File: config.mk
export PLATFORM = sky130hd
export DESIGN_NAME = font_unicode_table_parser_top
export DESIGN_NICKNAME = d
export VERILOG_FILES = /design/src/fupt_pkg.sv /design/src/fupt_front.sv /design/src/fupt_queue.sv /design/src/fupt_back.sv /design/src/font_unicode_table_parser_top.sv
export SDC_FILE = /design/constraint.sdc
export NUM_CORES = 1
export LEC_CHECK = 0
export ABC_AREA = 1
export BUFFER_PORTS_ARGS = -buffer_cell sky130_fd_sc_hd__buf_2
export CORE_ASPECT_RATIO = 2
export CORE_UTILIZATION = 50
export CTS_BUF_LIST = sky130_fd_sc_hd__clkbuf_4 sky130_fd_sc_hd__clkbuf_8 sky130_fd_sc_hd__clkbuf_16
export DETAILED_ROUTE_END_ITERATION = 10
export PLACE_DENSITY_LB_ADDON = 0.25
export SYNTH_ARGS = -nofsm -noshare
export SYNTH_HDL_FRONTEND = slang
export SYNTH_SLANG_ARGS = --single-unit
File: constraint.sdc
create_clock -name clk_i -period 3.4 [get_ports clk_i]
set_input_delay 0.68 -clock clk_i [delete_from_list [all_inputs] [get_ports clk_i]]
set_output_delay 0.68 -clock clk_i [all_outputs]
set_load 0.005 [all_outputs]
File: src/fupt_pkg.sv
// shared types, constants and byte classifier for the font unicode table parser
package fupt_pkg;

  localparam int unsigned MapEntriesDefault = 1024;
  localparam int unsigned CodeW  = 16;
  localparam int unsigned GlyphW = 16;
  localparam int unsigned PairsW = 11;

  localparam logic [7:0] ByteSep = 8'hFF;
  localparam logic [7:0] ByteAlt = 8'hFE;

  typedef enum logic [2:0] {
    CLS_SEP,
    CLS_ALT,
    CLS_ASCII,
    CLS_LEAD2,
    CLS_LEAD3,
    CLS_STRAY
  } byte_class_e;

  // one queue entry: everything one byte produces, at most a pair and a summary
  typedef struct packed {
    logic              has_pair;
    logic              has_summary;
    logic [CodeW-1:0]  code_point;
    logic [GlyphW-1:0] glyph_slot;
    logic [PairsW-1:0] pairs_kept;
    logic              bad_sequence;
    logic              table_full;
  } parse_entry_t;

  function automatic byte_class_e classify(input logic [7:0] b);
    byte_class_e cls;
    if (b == ByteSep) begin
      cls = CLS_SEP;
    end else if (b == ByteAlt) begin
      cls = CLS_ALT;
    end else if (!b[7]) begin
      cls = CLS_ASCII;
    end else if (b[7:5] == 3'b110) begin
      cls = CLS_LEAD2;
    end else if (b[7:4] == 4'b1110) begin
      cls = CLS_LEAD3;
    end else begin
      cls = CLS_STRAY;
    end
    return cls;
  endfunction

endpackage

File: src/fupt_front.sv
// front end: accepts table bytes, decodes utf-8 and builds queue entries
module fupt_front #(
  parameter int unsigned MAP_ENTRIES = fupt_pkg::MapEntriesDefault
) (
  input  logic                 clk_i,
  input  logic                 rst_ni,
  input  logic                 in_valid_i,
  output logic                 in_ready_o,
  input  logic [7:0]           data_byte_i,
  input  logic                 end_of_table_i,
  input  logic                 q_space_i,
  output logic                 q_push_o,
  output fupt_pkg::parse_entry_t q_entry_o
);

  localparam int unsigned CntW = $clog2(MAP_ENTRIES + 1);
  localparam logic [CntW-1:0] CntMax = CntW'(MAP_ENTRIES);

  logic [1:0]                  owed_q, owed_d;
  logic [fupt_pkg::CodeW-1:0]  partial_q, partial_d;
  logic                        skip_q, skip_d;
  logic [fupt_pkg::GlyphW-1:0] glyph_q, glyph_d;
  logic [CntW-1:0]             cnt_q, cnt_d;
  logic                        bad_q, bad_d;
  logic                        full_q, full_d;

  logic                        accept;
  logic                        want_pair;
  logic [fupt_pkg::CodeW-1:0]  pair_cp;
  logic                        has_pair;
  fupt_pkg::byte_class_e       cls;

  assign in_ready_o = q_space_i;
  assign accept     = in_valid_i & in_ready_o;
  assign cls        = fupt_pkg::classify(data_byte_i);

  always_comb begin
    owed_d    = owed_q;
    partial_d = partial_q;
    skip_d    = skip_q;
    glyph_d   = glyph_q;
    cnt_d     = cnt_q;
    bad_d     = bad_q;
    full_d    = full_q;
    want_pair = 1'b0;
    pair_cp   = '0;
    has_pair  = 1'b0;

    if (owed_q == 2'd1) begin
      pair_cp   = partial_q | {10'd0, data_byte_i[5:0]};
      want_pair = 1'b1;
      owed_d    = 2'd0;
      partial_d = '0;
    end else if (owed_q == 2'd2 && !end_of_table_i) begin
      partial_d = partial_q | {4'd0, data_byte_i[5:0], 6'd0};
      owed_d    = 2'd1;
    end else begin
      // truncated three-byte sequence: drop it and treat the byte as fresh
      if (owed_q == 2'd2) begin
        bad_d     = 1'b1;
        owed_d    = 2'd0;
        partial_d = '0;
      end
      if (skip_q) begin
        if (cls == fupt_pkg::CLS_SEP) begin
          skip_d  = 1'b0;
          glyph_d = glyph_q + 1'b1;
        end
      end else begin
        unique case (cls)
          fupt_pkg::CLS_SEP:   glyph_d = glyph_q + 1'b1;
          fupt_pkg::CLS_ALT:   skip_d = 1'b1;
          fupt_pkg::CLS_ASCII: begin
            want_pair = 1'b1;
            pair_cp   = {8'd0, data_byte_i};
          end
          fupt_pkg::CLS_LEAD2: begin
            if (end_of_table_i) begin
              bad_d = 1'b1;
            end else begin
              owed_d    = 2'd1;
              partial_d = {5'd0, data_byte_i[4:0], 6'd0};
            end
          end
          fupt_pkg::CLS_LEAD3: begin
            if (end_of_table_i) begin
              bad_d = 1'b1;
            end else begin
              owed_d    = 2'd2;
              partial_d = {data_byte_i[3:0], 12'd0};
            end
          end
          default: bad_d = 1'b1;
        endcase
      end
    end

    if (want_pair) begin
      if (cnt_q < CntMax) begin
        cnt_d    = cnt_q + 1'b1;
        has_pair = 1'b1;
      end else begin
        full_d = 1'b1;
      end
    end

    if (end_of_table_i) begin
      owed_d    = 2'd0;
      partial_d = '0;
      skip_d    = 1'b0;
    end
  end

  // glyph counter does not move on a byte that emits a pair, so one slot serves both results
  assign q_entry_o.has_pair     = has_pair;
  assign q_entry_o.has_summary  = end_of_table_i;
  assign q_entry_o.code_point   = pair_cp;
  assign q_entry_o.glyph_slot   = glyph_d;
  assign q_entry_o.pairs_kept   = fupt_pkg::PairsW'(cnt_d);
  assign q_entry_o.bad_sequence = bad_d;
  assign q_entry_o.table_full   = full_d;
  assign q_push_o = accept & (has_pair | end_of_table_i);

  always_ff @(posedge clk_i or negedge rst_ni) begin
    if (!rst_ni) begin
      owed_q    <= '0;
      partial_q <= '0;
      skip_q    <= 1'b0;
      glyph_q   <= '0;
      cnt_q     <= '0;
      bad_q     <= 1'b0;
      full_q    <= 1'b0;
    end else if (accept) begin
      owed_q    <= owed_d;
      partial_q <= partial_d;
      skip_q    <= skip_d;
      glyph_q   <= glyph_d;
      cnt_q     <= cnt_d;
      bad_q     <= bad_d;
      full_q    <= full_d;
    end
  end

endmodule

File: src/fupt_queue.sv
// two-entry queue between the decode front end and the result back end
module fupt_queue (
  input  logic                   clk_i,
  input  logic                   rst_ni,
  input  logic                   push_i,
  input  fupt_pkg::parse_entry_t push_entry_i,
  output logic                   space_o,
  input  logic                   pop_i,
  output logic                   valid_o,
  output fupt_pkg::parse_entry_t head_o
);

  fupt_pkg::parse_entry_t slot_q [2];
  logic       wr_ptr_q;
  logic       rd_ptr_q;
  logic [1:0] count_q, count_d;

  assign space_o = (count_q != 2'd2);
  assign valid_o = (count_q != 2'd0);
  assign head_o  = slot_q[rd_ptr_q];

  always_comb begin
    count_d = count_q;
    if (push_i && !pop_i) begin
      count_d = count_q + 2'd1;
    end else if (pop_i && !push_i) begin
      count_d = count_q - 2'd1;
    end
  end

  always_ff @(posedge clk_i or negedge rst_ni) begin
    if (!rst_ni) begin
      wr_ptr_q <= 1'b0;
      rd_ptr_q <= 1'b0;
      count_q  <= '0;
    end else begin
      count_q <= count_d;
      if (push_i) begin
        wr_ptr_q <= ~wr_ptr_q;
      end
      if (pop_i) begin
        rd_ptr_q <= ~rd_ptr_q;
      end
    end
  end

  always_ff @(posedge clk_i) begin
    if (push_i) begin
      slot_q[wr_ptr_q] <= push_entry_i;
    end
  end

endmodule

File: src/fupt_back.sv
// back end: turns queue entries into one or two result beats
module fupt_back (
  input  logic                        clk_i,
  input  logic                        rst_ni,
  input  logic                        q_valid_i,
  input  fupt_pkg::parse_entry_t      q_head_i,
  output logic                        q_pop_o,
  output logic                        out_valid_o,
  input  logic                        out_ready_i,
  output logic                        kind_o,
  output logic [fupt_pkg::CodeW-1:0]  code_point_o,
  output logic [fupt_pkg::GlyphW-1:0] glyph_slot_o,
  output logic [fupt_pkg::PairsW-1:0] pairs_kept_o,
  output logic                        bad_sequence_o,
  output logic                        table_full_o,
  output logic                        run_end_o
);

  fupt_pkg::parse_entry_t cur_q;
  logic cur_valid_q;
  logic pair_left_q;
  logic last_beat;
  logic load;

  assign last_beat = !(pair_left_q && cur_q.has_summary);
  assign load      = q_valid_i && (!cur_valid_q || (out_ready_i && last_beat));
  assign q_pop_o   = load;

  assign out_valid_o    = cur_valid_q;
  assign kind_o         = !pair_left_q;
  assign code_point_o   = pair_left_q ? cur_q.code_point : '0;
  assign glyph_slot_o   = cur_q.glyph_slot;
  assign pairs_kept_o   = cur_q.pairs_kept;
  assign bad_sequence_o = cur_q.bad_sequence;
  assign table_full_o   = cur_q.table_full;
  assign run_end_o      = last_beat;

  always_ff @(posedge clk_i or negedge rst_ni) begin
    if (!rst_ni) begin
      cur_valid_q <= 1'b0;
      pair_left_q <= 1'b0;
    end else if (load) begin
      cur_valid_q <= 1'b1;
      pair_left_q <= q_head_i.has_pair;
    end else if (cur_valid_q && out_ready_i) begin
      // pair beat went out, the summary follows
      if (!last_beat) begin
        pair_left_q <= 1'b0;
      end else begin
        cur_valid_q <= 1'b0;
      end
    end
  end

  always_ff @(posedge clk_i) begin
    if (load) begin
      cur_q <= q_head_i;
    end
  end

endmodule

File: src/font_unicode_table_parser_top.sv
// top level of the font unicode table parser
//
//  channel | direction | handshake               | beat
//  in      | input     | in_valid_i / in_ready_o | data_byte_i, end_of_table_i
//  out     | output    | out_valid_o/out_ready_i | kind_o .. run_end_o
//
// one byte per cycle enters while in_ready_o is high; decode is combinational
// in the accepting cycle, the entry is then registered in the queue and loaded
// into the back end output register, from which its result beats are taken
// a byte with a pair and a summary needs two output beats, so the out side
// sets the sustained rate when many such bytes come in a row
// the two-entry queue lets the front keep taking bytes while out stalls;
// in_ready_o drops while the queue holds two entries
// reset clears decode state, counters, flags and the queue
module font_unicode_table_parser_top #(
  parameter int unsigned MAP_ENTRIES = fupt_pkg::MapEntriesDefault
) (
  input  logic                        clk_i,
  input  logic                        rst_ni,
  input  logic                        in_valid_i,
  output logic                        in_ready_o,
  input  logic [7:0]                  data_byte_i,
  input  logic                        end_of_table_i,
  output logic                        out_valid_o,
  input  logic                        out_ready_i,
  output logic                        kind_o,
  output logic [fupt_pkg::CodeW-1:0]  code_point_o,
  output logic [fupt_pkg::GlyphW-1:0] glyph_slot_o,
  output logic [fupt_pkg::PairsW-1:0] pairs_kept_o,
  output logic                        bad_sequence_o,
  output logic                        table_full_o,
  output logic                        run_end_o
);

  fupt_pkg::parse_entry_t push_entry;
  fupt_pkg::parse_entry_t head_entry;
  logic push;
  logic space;
  logic pop;
  logic head_valid;

  fupt_front #(
    .MAP_ENTRIES(MAP_ENTRIES)
  ) u_front (
    .clk_i         (clk_i),
    .rst_ni        (rst_ni),
    .in_valid_i    (in_valid_i),
    .in_ready_o    (in_ready_o),
    .data_byte_i   (data_byte_i),
    .end_of_table_i(end_of_table_i),
    .q_space_i     (space),
    .q_push_o      (push),
    .q_entry_o     (push_entry)
  );

  fupt_queue u_queue (
    .clk_i       (clk_i),
    .rst_ni      (rst_ni),
    .push_i      (push),
    .push_entry_i(push_entry),
    .space_o     (space),
    .pop_i       (pop),
    .valid_o     (head_valid),
    .head_o      (head_entry)
  );

  fupt_back u_back (
    .clk_i         (clk_i),
    .rst_ni        (rst_ni),
    .q_valid_i     (head_valid),
    .q_head_i      (head_entry),
    .q_pop_o       (pop),
    .out_valid_o   (out_valid_o),
    .out_ready_i   (out_ready_i),
    .kind_o        (kind_o),
    .code_point_o  (code_point_o),
    .glyph_slot_o  (glyph_slot_o),
    .pairs_kept_o  (pairs_kept_o),
    .bad_sequence_o(bad_sequence_o),
    .table_full_o  (table_full_o),
    .run_end_o     (run_end_o)
  );

endmodule
; ---- Word level (Yosys, flattened, before mapping)
; Memory sizes are Yosys's and may differ from the RTL's.
; Cells that the tools add are included.
[word_totals]
reg_bits = 100
ram_bits = 94
in_bits = 13
out_inout_bits = 49
wordCells = 126
n_memories = 1
[mem_list]
columns = name, words, width, rd, rd_ports_with_merged_regs, write_ports, line
row1 = u_queue.slot_q, 2, 47, 1, 0, 1, fupt_queue.sv:13  ; fupt_pkg::parse_entry_t slot_q [2];
[classes]
n_addsub = 4
magnitude_cmp = 1
n_eq_ne = 14
muxes = 57
bitwise = 7
n_reduce_logical = 24
[ops]
columns = cell, n
row1 = 2-to-1 mux 16 bit, 12
row2 = case mux 16 bit (2 select lines), 1
row3 = 2-to-1 mux 1 bit, 28
row4 = 2-to-1 mux 11 bit, 2
row5 = adder 16 x 1 -> 16 bit (second input constant), 1
row6 = == test 8 bit (second input constant), 2
row7 = OR 16 x 12 -> 16 bit, 1
row8 = OR 16 x 6 -> 16 bit, 1
row9 = 2-to-1 mux 2 bit, 7
row10 = 2-to-1 mux 3 bit, 4
row11 = adder 11 x 1 -> 11 bit (second input constant), 1
row12 = less-than comparator 11 bit (second input constant), 1
row13 = 2-to-1 mux 8 bit, 1
row14 = != test 2 bit (second input constant), 4
row15 = nonzero test 2 bit, 4
row16 = logical AND 1 bit, 7
row17 = == test 3 x 2 -> 1 bit (second input constant), 2
row18 = == test 3 bit (second input constant), 2
row19 = zero test 1 bit, 6
row20 = == test 4 bit (second input constant), 1
row21 = case mux 2 bit (2 select lines), 1
row22 = AND reduction 2 bit, 2
row23 = == test 3 x 1 -> 1 bit (second input constant), 1
row24 = zero test 3 bit, 1
row25 = other kinds (12), 14

; ---- Logic depth before layout (Yosys ltp)
; Gate-level depths: netlist of run 1.
[depth]
depth_word = 18
depth_mapped = 11

; ---- Modules after synthesis
; Synthesis of run 1 repeated with hierarchy kept, for this count alone.
[unflattened]
hier_cells = 739
hier_area_um2 = 8668.3
[by_module_without_submodules]
columns = module, n_inst, cells_each, area_per_inst_um2
row1 = fupt_queue, 1, 171, 3677.3
row2 = fupt_front, 1, 445, 3153.0
row3 = fupt_back, 1, 123, 1838.0

; ---- Least setup slack after synthesis of run 1
; Ideal clock, no wire load.
[synth_timing]
path_type = input to register
startpoint = input end_of_table_i
endpoint = memory u_queue.slot_q[0][0] (netlist name), enable pin
setup_ns = 0.451
arrival_time_ns = 3.307
setup_slack_ns = -0.359
cell_stages = 8
path_buffers = 0
cell_sequence = inv_1 -> nand3_4 -> nand3_4 -> nand2_4 -> nand2_4 -> a21oi_2 -> inv_1 -> nor2_1
[synth_between]
elab_chain_len = 9
[synth_rtl]
columns = element, line
row1 = "start, declared", font_unicode_table_parser_top.sv:23  ; input logic end_of_table_i,
row2 = zero test 1 bit, fupt_front.sv:54  ; end else if (owed_q == 2'd2 && !end_of_table_i) begin
row3 = logical AND 1 bit, fupt_front.sv:54
row4 = 2-to-1 mux 1 bit, fupt_front.sv:54
row5 = 2-to-1 mux 1 bit, fupt_front.sv:49  ; if (owed_q == 2'd1) begin
row6 = 2-to-1 mux 1 bit, fupt_front.sv:98  ; if (want_pair) begin
row7 = OR 1 bit *, fupt_front.sv:122  ; assign q_push_o = accept & (has_pair | end_of_table_i);
row8 = AND 1 bit *, fupt_front.sv:122
row9 = named net push, font_unicode_table_parser_top.sv:37  ; logic push;
row10 = 2-to-1 mux 1 bit *, fupt_queue.sv:48  ; if (push_i) begin
row11 = 2-to-1 mux 1 bit (implied by the code) *, fupt_queue.sv:49  ; slot_q[wr_ptr_q] <= push_entry_i;
row12 = "end, declared", fupt_queue.sv:13
; The timed path passes the listed nets; every way through them passes the cells marked *.

; ---- Final worst setup path of run 1
[layout_timing]
startpoint = register u_front.owed_q[1]
endpoint = memory u_queue.slot_q[1][9] (netlist name), enable pin
[layout_between]
elab_chain_len = 9
word_cells_on_any_way = 10
cone_classes = 2 x eq/ne / 5 x mux / 2 x bitwise / 1 x reduce/logical
[layout_rtl]
columns = element, line
row1 = "start, declared", fupt_front.sv:19  ; logic [1:0] owed_q, owed_d;
row2 = "start signal, assigned", fupt_front.sv:134  ; owed_q <= owed_d;
row3 = == test 2 bit, fupt_front.sv:54
row4 = logical AND 1 bit, fupt_front.sv:54
row5 = 2-to-1 mux 1 bit, fupt_front.sv:54
row6 = 2-to-1 mux 1 bit *, fupt_front.sv:49
row7 = 2-to-1 mux 1 bit *, fupt_front.sv:98
row8 = OR 1 bit *, fupt_front.sv:122
row9 = AND 1 bit *, fupt_front.sv:122
row10 = named net push, font_unicode_table_parser_top.sv:37
row11 = 2-to-1 mux 1 bit *, fupt_queue.sv:48
row12 = 2-to-1 mux 1 bit (implied by the code) *, fupt_queue.sv:49
; Marked as above.

==> impl_summary.log, run 1 <==
[metrics] worst setup path startpoint: u_front.owed_q[1]
[metrics] worst-skew pair later-pin latency: 0.43 ns
[metrics] dominant combinational cell family by area after synthesis: simple AND/OR/NAND/NOR gates
[metrics] Max FO, Critical Path: 32
[metrics] hold-fix buffer count after cts: 0
[metrics] # port buffers: around 60
[metrics] LEAKAGE: ~4.1 nW
[metrics] fraction of layout cells with a size suffix above 1: 0.153
[metrics] number of flip-flops and latches in the synthesized netlist: ~190
[metrics] number of enable flip-flop cells after synthesis: 140
[metrics] critical path endpoint category: register
[metrics] fin crit period: roughly 2.4 ns
[metrics] CP required: 3.48 ns
[metrics] cell with the largest stage delay on the worst path: sky130_fd_sc_hd__dfrtp_1
[metrics] critical register-to-register path endpoint: u_queue.slot_q[1][9]
[metrics] number of stages on the worst setup path: 8
[metrics] row count: 67
[metrics] starting density of the core: 0.508
[metrics] Filler cells: ~1400
[metrics] RSZ-0062 raised after global routing: false
[metrics] CP Cell Sequence: inv_1 -> nand2_4 -> nand2_4 -> nand2_4 -> a21oi_2 -> inv_1 -> nor2_4 -> buf_4
[metrics] Worst Clk Skew: between 0.009 and 0.01 ns
[metrics] maximum VDD drop: 0.398 mV
[metrics] MaxCap Viol Count: 0
[metrics] number of resized instances in the post-cts repair step: 0
[metrics] GRT Util Overall: 0.201
[metrics] TritonCTS clock tree: done
[metrics] FFs w/ async S/R, synth: 0.278
[metrics] cell class contributing the biggest share of worst-path delay: buffers and inverters
[metrics] final-report hold violation count: 0
[metrics] total clock buffers created by CTS: 17
[metrics] Detail Placement HPWL: 11300 um
[metrics] number of inserted diodes: 0
[metrics] number of endpoints failing setup at the final stage: 0
[metrics] height of the die: around 190 um
[metrics] final standard cell count with taps included and fillers excluded: ~1100
[metrics] synthesized instance count: roughly 820
[metrics] buffer count from post-CTS setup fixing: 0
[metrics] leftover overflow at the end of global routing: 0
[metrics] drt via density: 5.07
[metrics] cells on worst reg2reg path: 8
[metrics] most frequently used flop master after synthesis: sky130_fd_sc_hd__edfxtp_1
[metrics] area delta synth->final: 11.2%
[metrics] leading cell type in the layout, fill and taps excluded: sky130_fd_sc_hd__nand2_1
[metrics] share of synthesized cell area in full adder, half adder and majority cells: 0.00443
[metrics] global-route wire length before repair: 26000 um
[metrics] number of H-tree branching levels: 4
[metrics] final net count: a little under 900
[metrics] Total Die Area: between 15000 and 20000 um2
[metrics] post-route fraction of the period consumed by the critical path: 0.695
[metrics] arrival time worst endpoint: 2.44 ns
[metrics] number of pins exceeding their max-slew limit in the final report: 0
[metrics] worst hold path type: input pin to asynchronous set/reset pin
[metrics] critical path's largest stage delay: 0.43 ns
[metrics] R2R setup slack: slightly above 1 ns
[metrics] final sum of negative setup slack: 0 ns
[metrics] power density over the cells: 795 nW/um2
[metrics] Post-Synth Simple-Gate Area: 0.192
[metrics] number of nets produced by synthesis: approximately 830
[metrics] Avg Cell Area, Syn: approximately 10 um2
[metrics] global placer's final weighted congestion: roughly 0.81
[metrics] post-layout total power: roughly 7.5 mW
[metrics] library cell used as clock root buffer: sky130_fd_sc_hd__clkbuf_16
[metrics] relative slew slack: 0.434
[metrics] cell type with the highest occurrence count on the critical path: sky130_fd_sc_hd__nand2_4
[metrics] clock-pin slew reported for the worst setup and hold paths after clock tree synthesis: about 0.07 ns
[metrics] Sequential cell area: approximately 5600 um2
[metrics] remaining antenna violation count after routing: 0
[metrics] pin count of the biggest net entering global routing: 49
[metrics] upper clock frequency limit: roughly 420 MHz
[metrics] Synth Area in XOR/XNOR: 0.0153
[metrics] # clock sinks: about 190
[metrics] initial antenna violation count: 1
[metrics] Synth Area in Compound Gates: 0.0502
[metrics] number of iterations in the first detailed-routing pass: 5
[metrics] commonest cells after routing, fill and taps aside: sky130_fd_sc_hd__nand2_1, sky130_fd_sc_hd__edfxtp_1, sky130_fd_sc_hd__inv_1
[metrics] average detailed-routed wire length per instance: roughly 15 um
[metrics] category of the critical setup timing path: register to register
[metrics] area of the multi-input gates: around 2200 um2
[metrics] via count: between 5000 and 6000
[metrics] transition at the pin with the smallest max-transition slack: 0.849 ns
[metrics] DRT Wirelength: ~16000 um
[metrics] CP bufs+invs: 3
[metrics] detailed-route DRC error count: 0
[metrics] summed instance area of the synthesized netlist: between 8000 and 9000 um2
[metrics] core region area: ~17000 um2
[metrics] Clock Path Buffers: 2
[metrics] die width: about 94 um
[metrics] worst hold margin: around 0.32 ns
[metrics] sequential fraction of the synthesis area: 0.655
[metrics] io pins: 62
[metrics] number of global-route vias before repair: 5309
[metrics] CP startpoint kind: register
[metrics] result of the run: completed
[metrics] Detailed Route Iter0 Violations: around 190
[metrics] r2r startpoint: u_front.owed_q[1]
[metrics] fraction of synthesized area in multiplexers: 0
[metrics] post-synthesis cell type count: 39
[metrics] capturing instance or port of the critical path: u_queue.slot_q[1][9]
[metrics] placed cells: between 1000 and 1500
[metrics] yosys synthesis warning count: 0
-- registers in the layout, summed over array words and instances (netlist names), 2 cells and up --
signal / flops
u_back.cur_q: 17
u_back.glyph_slot_o: 16
u_back.pairs_kept_o: 11
u_front.cnt_q: 11
u_front.glyph_q: 16
u_front.owed_q: 2
u_front.partial_q: 16
u_queue.count_q: 2
u_queue.slot_q: 94
-- per-stage QoR --
| step | worst slack [ns] | cell area, um2 | utilization |
|---|---|---|---|
| floorplan | 0.406 | 8480 | - |
| global placement | 0.723 | 8840 | 0.530 |
| detailed placement | 0.669 | 8840 | 0.530 |
| CTS | 1.02 | 9430 | 0.565 |
| global route | 0.899 | 9430 | 0.565 |
| finish | 1.04 | 9430 | 0.565 |
-- routing by layer --
layer / track usage / wire [um] / up-vias
met5: 0 / 13 / -
met4: 0.120 / 714 / 2
met3: 0.0350 / 455 / 44
met2: 0.364 / 8660 / 107
met1: 0.215 / 6200 / 2610
li1: - / - / 2711
-- layout make-up --
type / instances / share of cell area
Sequential cell: 194 / 0.589
Multi-Input combinational cell: 471 / 0.237
Clock inverter: 12 / 0.0145
Timing Repair Buffer: 72 / 0.0425
Clock buffer: 20 / 0.0475
Inverter: 104 / 0.0416
Tap cell: 207 / 0.0275
-- power breakdown --
part           switching [mW]  internal [mW]
combinational            1.26          0.631
sequential              0.277           3.36
clock                   0.855           1.11
total                    2.39           5.11
-- how the worst min path moves through the flow --
stage                                      end  slack (ns)  cells past startpoint
after floorplan             u_back.out_valid_o        0.38                      0
after global placement          u_front.full_q        0.43                      2
after detailed placement         u_front.bad_q        0.44                      2
after CTS                 u_front.partial_q[0]        0.34                      1
after global routing      u_front.partial_q[1]        0.38                      1
final                     u_front.partial_q[0]        0.32                      1
-- worst register-to-register path, cell delays in order (launching register included) --
cell                      delay, ns
sky130_fd_sc_hd__dfrtp_1       0.43
sky130_fd_sc_hd__inv_1         0.13
sky130_fd_sc_hd__nand2_4       0.16
sky130_fd_sc_hd__nand2_4       0.18
sky130_fd_sc_hd__nand2_4       0.15
sky130_fd_sc_hd__a21oi_2       0.27
sky130_fd_sc_hd__inv_1         0.15
sky130_fd_sc_hd__nor2_4        0.12
sky130_fd_sc_hd__buf_4         0.40
-- cells in the mapped netlist (2+ instances only) --
| cell type | n | share of area |
|---|---|---|
| sky130_fd_sc_hd__nand2_2 | 4 | 0.0030 |
| sky130_fd_sc_hd__nand3_1 | 41 | 0.024 |
| sky130_fd_sc_hd__edfxtp_1 | 140 | 0.50 |
| sky130_fd_sc_hd__o21ai_1 | 6 | 0.0035 |
| sky130_fd_sc_hd__o31ai_1 | 2 | 0.0018 |
| sky130_fd_sc_hd__a31oi_1 | 2 | 0.0015 |
| sky130_fd_sc_hd__o21ai_2 | 6 | 0.0062 |
| sky130_fd_sc_hd__buf_6 | 2 | 0.0027 |
| sky130_fd_sc_hd__buf_1 | 4 | 0.0018 |
| sky130_fd_sc_hd__nand4_1 | 9 | 0.0066 |
| sky130_fd_sc_hd__nor3_1 | 7 | 0.0041 |
| sky130_fd_sc_hd__nand3_4 | 2 | 0.0041 |
| sky130_fd_sc_hd__inv_2 | 2 | 0.00089 |
| sky130_fd_sc_hd__xnor2_1 | 3 | 0.0031 |
| sky130_fd_sc_hd__xor2_1 | 10 | 0.010 |
| sky130_fd_sc_hd__dfrtp_1 | 54 | 0.16 |
| sky130_fd_sc_hd__ha_1 | 3 | 0.0044 |
| sky130_fd_sc_hd__nor2_2 | 5 | 0.0037 |
| sky130_fd_sc_hd__o21ai_0 | 33 | 0.019 |
| sky130_fd_sc_hd__nor2_1 | 41 | 0.018 |
| sky130_fd_sc_hd__buf_4 | 28 | 0.025 |
| sky130_fd_sc_hd__a21oi_1 | 7 | 0.0041 |
| sky130_fd_sc_hd__inv_1 | 100 | 0.044 |
| sky130_fd_sc_hd__and2_1 | 4 | 0.0030 |
| sky130_fd_sc_hd__clkbuf_1 | 11 | 0.0049 |
| sky130_fd_sc_hd__nand2_4 | 4 | 0.0053 |
| sky130_fd_sc_hd__nand2_1 | 263 | 0.12 |
| sky130_fd_sc_hd__buf_2 | 4 | 0.0024 |
| sky130_fd_sc_hd__o22ai_1 | 10 | 0.0074 |
| sky130_fd_sc_hd__nor2_4 | 2 | 0.0027 |
-- logic make-up (layout without fill, tap and decap cells) --
family,after synthesis,in the layout
fa+ha+maj,3,3
xor+xnor,14,14
flops,194,194
simple gates,383,383
buf+inv,153,208
compound gates,71,71
Note: power is estimated with default switching activity, not from simulation.
==> inputs of run 2 (changes only) <==
==> constraint.sdc (replaced) <==
create_clock -name clk_i -period 2.46 [get_ports clk_i]
set_input_delay 0.492 -clock clk_i [delete_from_list [all_inputs] [get_ports clk_i]]
set_output_delay 0.492 -clock clk_i [all_outputs]
set_load 0.005 [all_outputs]
==> run 2 against run 1 <==
Final area increased by 0.92%. Routed wire length grew 1.2%. Sequential share of layout area decreased by 0.53 points. Clock-buffer cell count down 2. Worst hold slack worse by 0.033 ns. Maximum frequency grew 14%. Worst setup slack worse by 0.64 ns. Flip-flop and latch count unchanged. Clock power rose by 34%. Critical path depth unchanged. Largest power group unchanged.
==> impl_summary.log, run 2 (synthesis gave the netlist of run 1 again) <==
[metrics] area of the multi-input gates: around 2200 um2
[metrics] category of the critical setup timing path: register to register
[metrics] Total Die Area: ~18000 um2
[metrics] Max FO, Critical Path: 30
[metrics] GRT Util Overall: 0.204
[metrics] # port buffers: 61
[metrics] number of iterations in the first detailed-routing pass: 4
[metrics] library cell used as clock root buffer: sky130_fd_sc_hd__clkbuf_16
[metrics] pin count of the biggest net entering global routing: a little under 50
[metrics] number of H-tree branching levels: 4
[metrics] post-layout total power: 10.4 mW
[metrics] critical path endpoint category: register
[metrics] post-route fraction of the period consumed by the critical path: 0.841
[metrics] relative slew slack: 0.643
[metrics] maximum VDD drop: roughly 0.55 mV
[metrics] starting density of the core: 0.508
[metrics] registers with the most flip-flops: u_queue.slot_q (94), u_back.cur_q (17)
[metrics] leading cell type in the layout, fill and taps excluded: sky130_fd_sc_hd__nand2_1
[metrics] row count: 67
[metrics] result of the run: completed
[metrics] commonest cells after routing, fill and taps aside: sky130_fd_sc_hd__nand2_1, sky130_fd_sc_hd__edfxtp_1, sky130_fd_sc_hd__inv_1
[metrics] fin util: 0.570
[metrics] detailed-route DRC error count: 0
[metrics] Sequential cell area: 5560 um2
[metrics] Detailed Route Iter0 Violations: ~220
[metrics] TritonCTS clock tree: done
[metrics] number of endpoints failing setup at the final stage: 0
[metrics] total clock buffers created by CTS: 17
[metrics] via count: roughly 5500
[metrics] die width: around 94 um
[metrics] core region area: approximately 17000 um2
[metrics] global placer's final weighted congestion: roughly 0.86
[metrics] drt via density: between 5 and 6
[metrics] MaxCap Viol Count: 0
[metrics] worst-skew pair later-pin latency: between 0.4 and 0.5 ns
[metrics] average detailed-routed wire length per instance: approximately 15 um
[metrics] number of pins exceeding their max-slew limit in the final report: 0
[metrics] DRT Wirelength: 16200 um
[metrics] final sum of negative setup slack: 0 ns
[metrics] initial antenna violation count: 0
[metrics] # clock sinks: slightly below 200
[metrics] clock-pin slew reported for the worst setup and hold paths after clock tree synthesis: 0.07 ns
[metrics] final net count: between 800 and 900
[metrics] final-report hold violation count: 0
[metrics] Largest register FFs: 94
[metrics] RSZ-0062 raised after global routing: false
[metrics] transition at the pin with the smallest max-transition slack: 0.529 ns
[metrics] io pins: a little over 60
[metrics] register containing the most flip-flops in the final layout: u_queue.slot_q
[metrics] fin crit period: just over 2 ns
[metrics] number of inserted diodes: 0
[metrics] LEAKAGE: around 4.2 nW
[metrics] Filler cells: between 1000 and 1500
[metrics] worst hold path type: input pin to register
[metrics] CP startpoint kind: register
[metrics] arrival time worst endpoint: ~2.2 ns
[metrics] upper clock frequency limit: between 400 and 500 MHz
[metrics] Detail Placement HPWL: between 10000 and 15000 um
[metrics] remaining antenna violation count after routing: 0
[metrics] buffer count from post-CTS setup fixing: 0
[metrics] height of the die: ~190 um
[metrics] leftover overflow at the end of global routing: 0
[metrics] Worst Clk Skew: 0.00685 ns
[metrics] area delta synth->final: 12.2%
[metrics] Clock Path Buffers: 2
[metrics] power density over the cells: 1090 nW/um2
[metrics] global-route wire length before repair: approximately 26000 um
[metrics] fraction of layout cells with a size suffix above 1: 0.156
[metrics] number of global-route vias before repair: roughly 5200
[metrics] CP required: 2.59 ns
## run 2: final timing paths
kind	from	endpoint	slack, ns	cells after the start
worst max-delay path	u_front.owed_q[1]	u_queue.slot_q[0][17]	0.39	8
max in group asynchronous	rst_ni	u_front.cnt_q[7]	1.38	3
min in group asynchronous	rst_ni	u_front.partial_q[3]	0.51	2
worst min-delay path	end_of_table_i	u_queue.slot_q[0][45]	0.28	1
worst max register to register	u_front.owed_q[1]	u_queue.slot_q[0][17]	0.39	8
worst min register to register	u_front.bad_q	u_front.bad_q	0.45	2
## run 2: power breakdown
group          total, mW  leakage, nW  internal (mW)  switching, mW
Combinational       2.76         1.87          0.933           1.83
Clock               2.63        0.263           1.41           1.22
Sequential          4.96         2.02           4.65          0.313
Total               10.4         4.15           7.00           3.36
## run 2: repair_timing
| item | in CTS | in global routing |
|---|---|---|
| resized for setup | 0 | 0 |
| hold endpoints to repair | 13 | 0 |
| hold buffers | 1 | 0 |
## run 2: layout make-up
cell class / count / area share
clock inverter: 14 / 0.0137
inverter: 104 / 0.0412
tap: 207 / 0.0272
clock buffer: 18 / 0.0455
multi-input combinational: 471 / 0.235
sequential: 194 / 0.584
timing repair buffer: 76 / 0.0534
## run 2: stage by stage
stage / setup slack [ns] / area [um2] / hold WS (ns) / instances
after CTS: 0.366 / 9510 / 0.267 / 1084
after global routing: 0.255 / 9510 / 0.264 / 1084
after global placement: 0.270 / 8940 / 0.420 / 1051
after floorplan: -0.346 / 8480 / 0.196 / 818
final: 0.392 / 9510 / 0.284 / 1084
after detailed placement: 0.245 / 8940 / 0.431 / 1051
## run 2: critical path, stage by stage (launching register included)
cell and delay (ns):
sky130_fd_sc_hd__dfrtp_1 0.43, sky130_fd_sc_hd__inv_1 0.13, sky130_fd_sc_hd__nand2_4 0.17, sky130_fd_sc_hd__nand2_4 0.18, sky130_fd_sc_hd__nand2_4 0.06, sky130_fd_sc_hd__a21oi_2 0.23, sky130_fd_sc_hd__inv_1 0.15, sky130_fd_sc_hd__nor2_4 0.17
sky130_fd_sc_hd__buf_12 0.23
## run 2: routing by layer
layer | GRT usage | wire (um) | vias to the layer above
met3 | 0.0411 | 485 | 33
met2 | 0.370 | 8970 | 112
met4 | 0.0960 | 482 | 0
met5 | 0 | 0 | -
li1 | - | - | 2726
met1 | 0.226 | 6300 | 2583
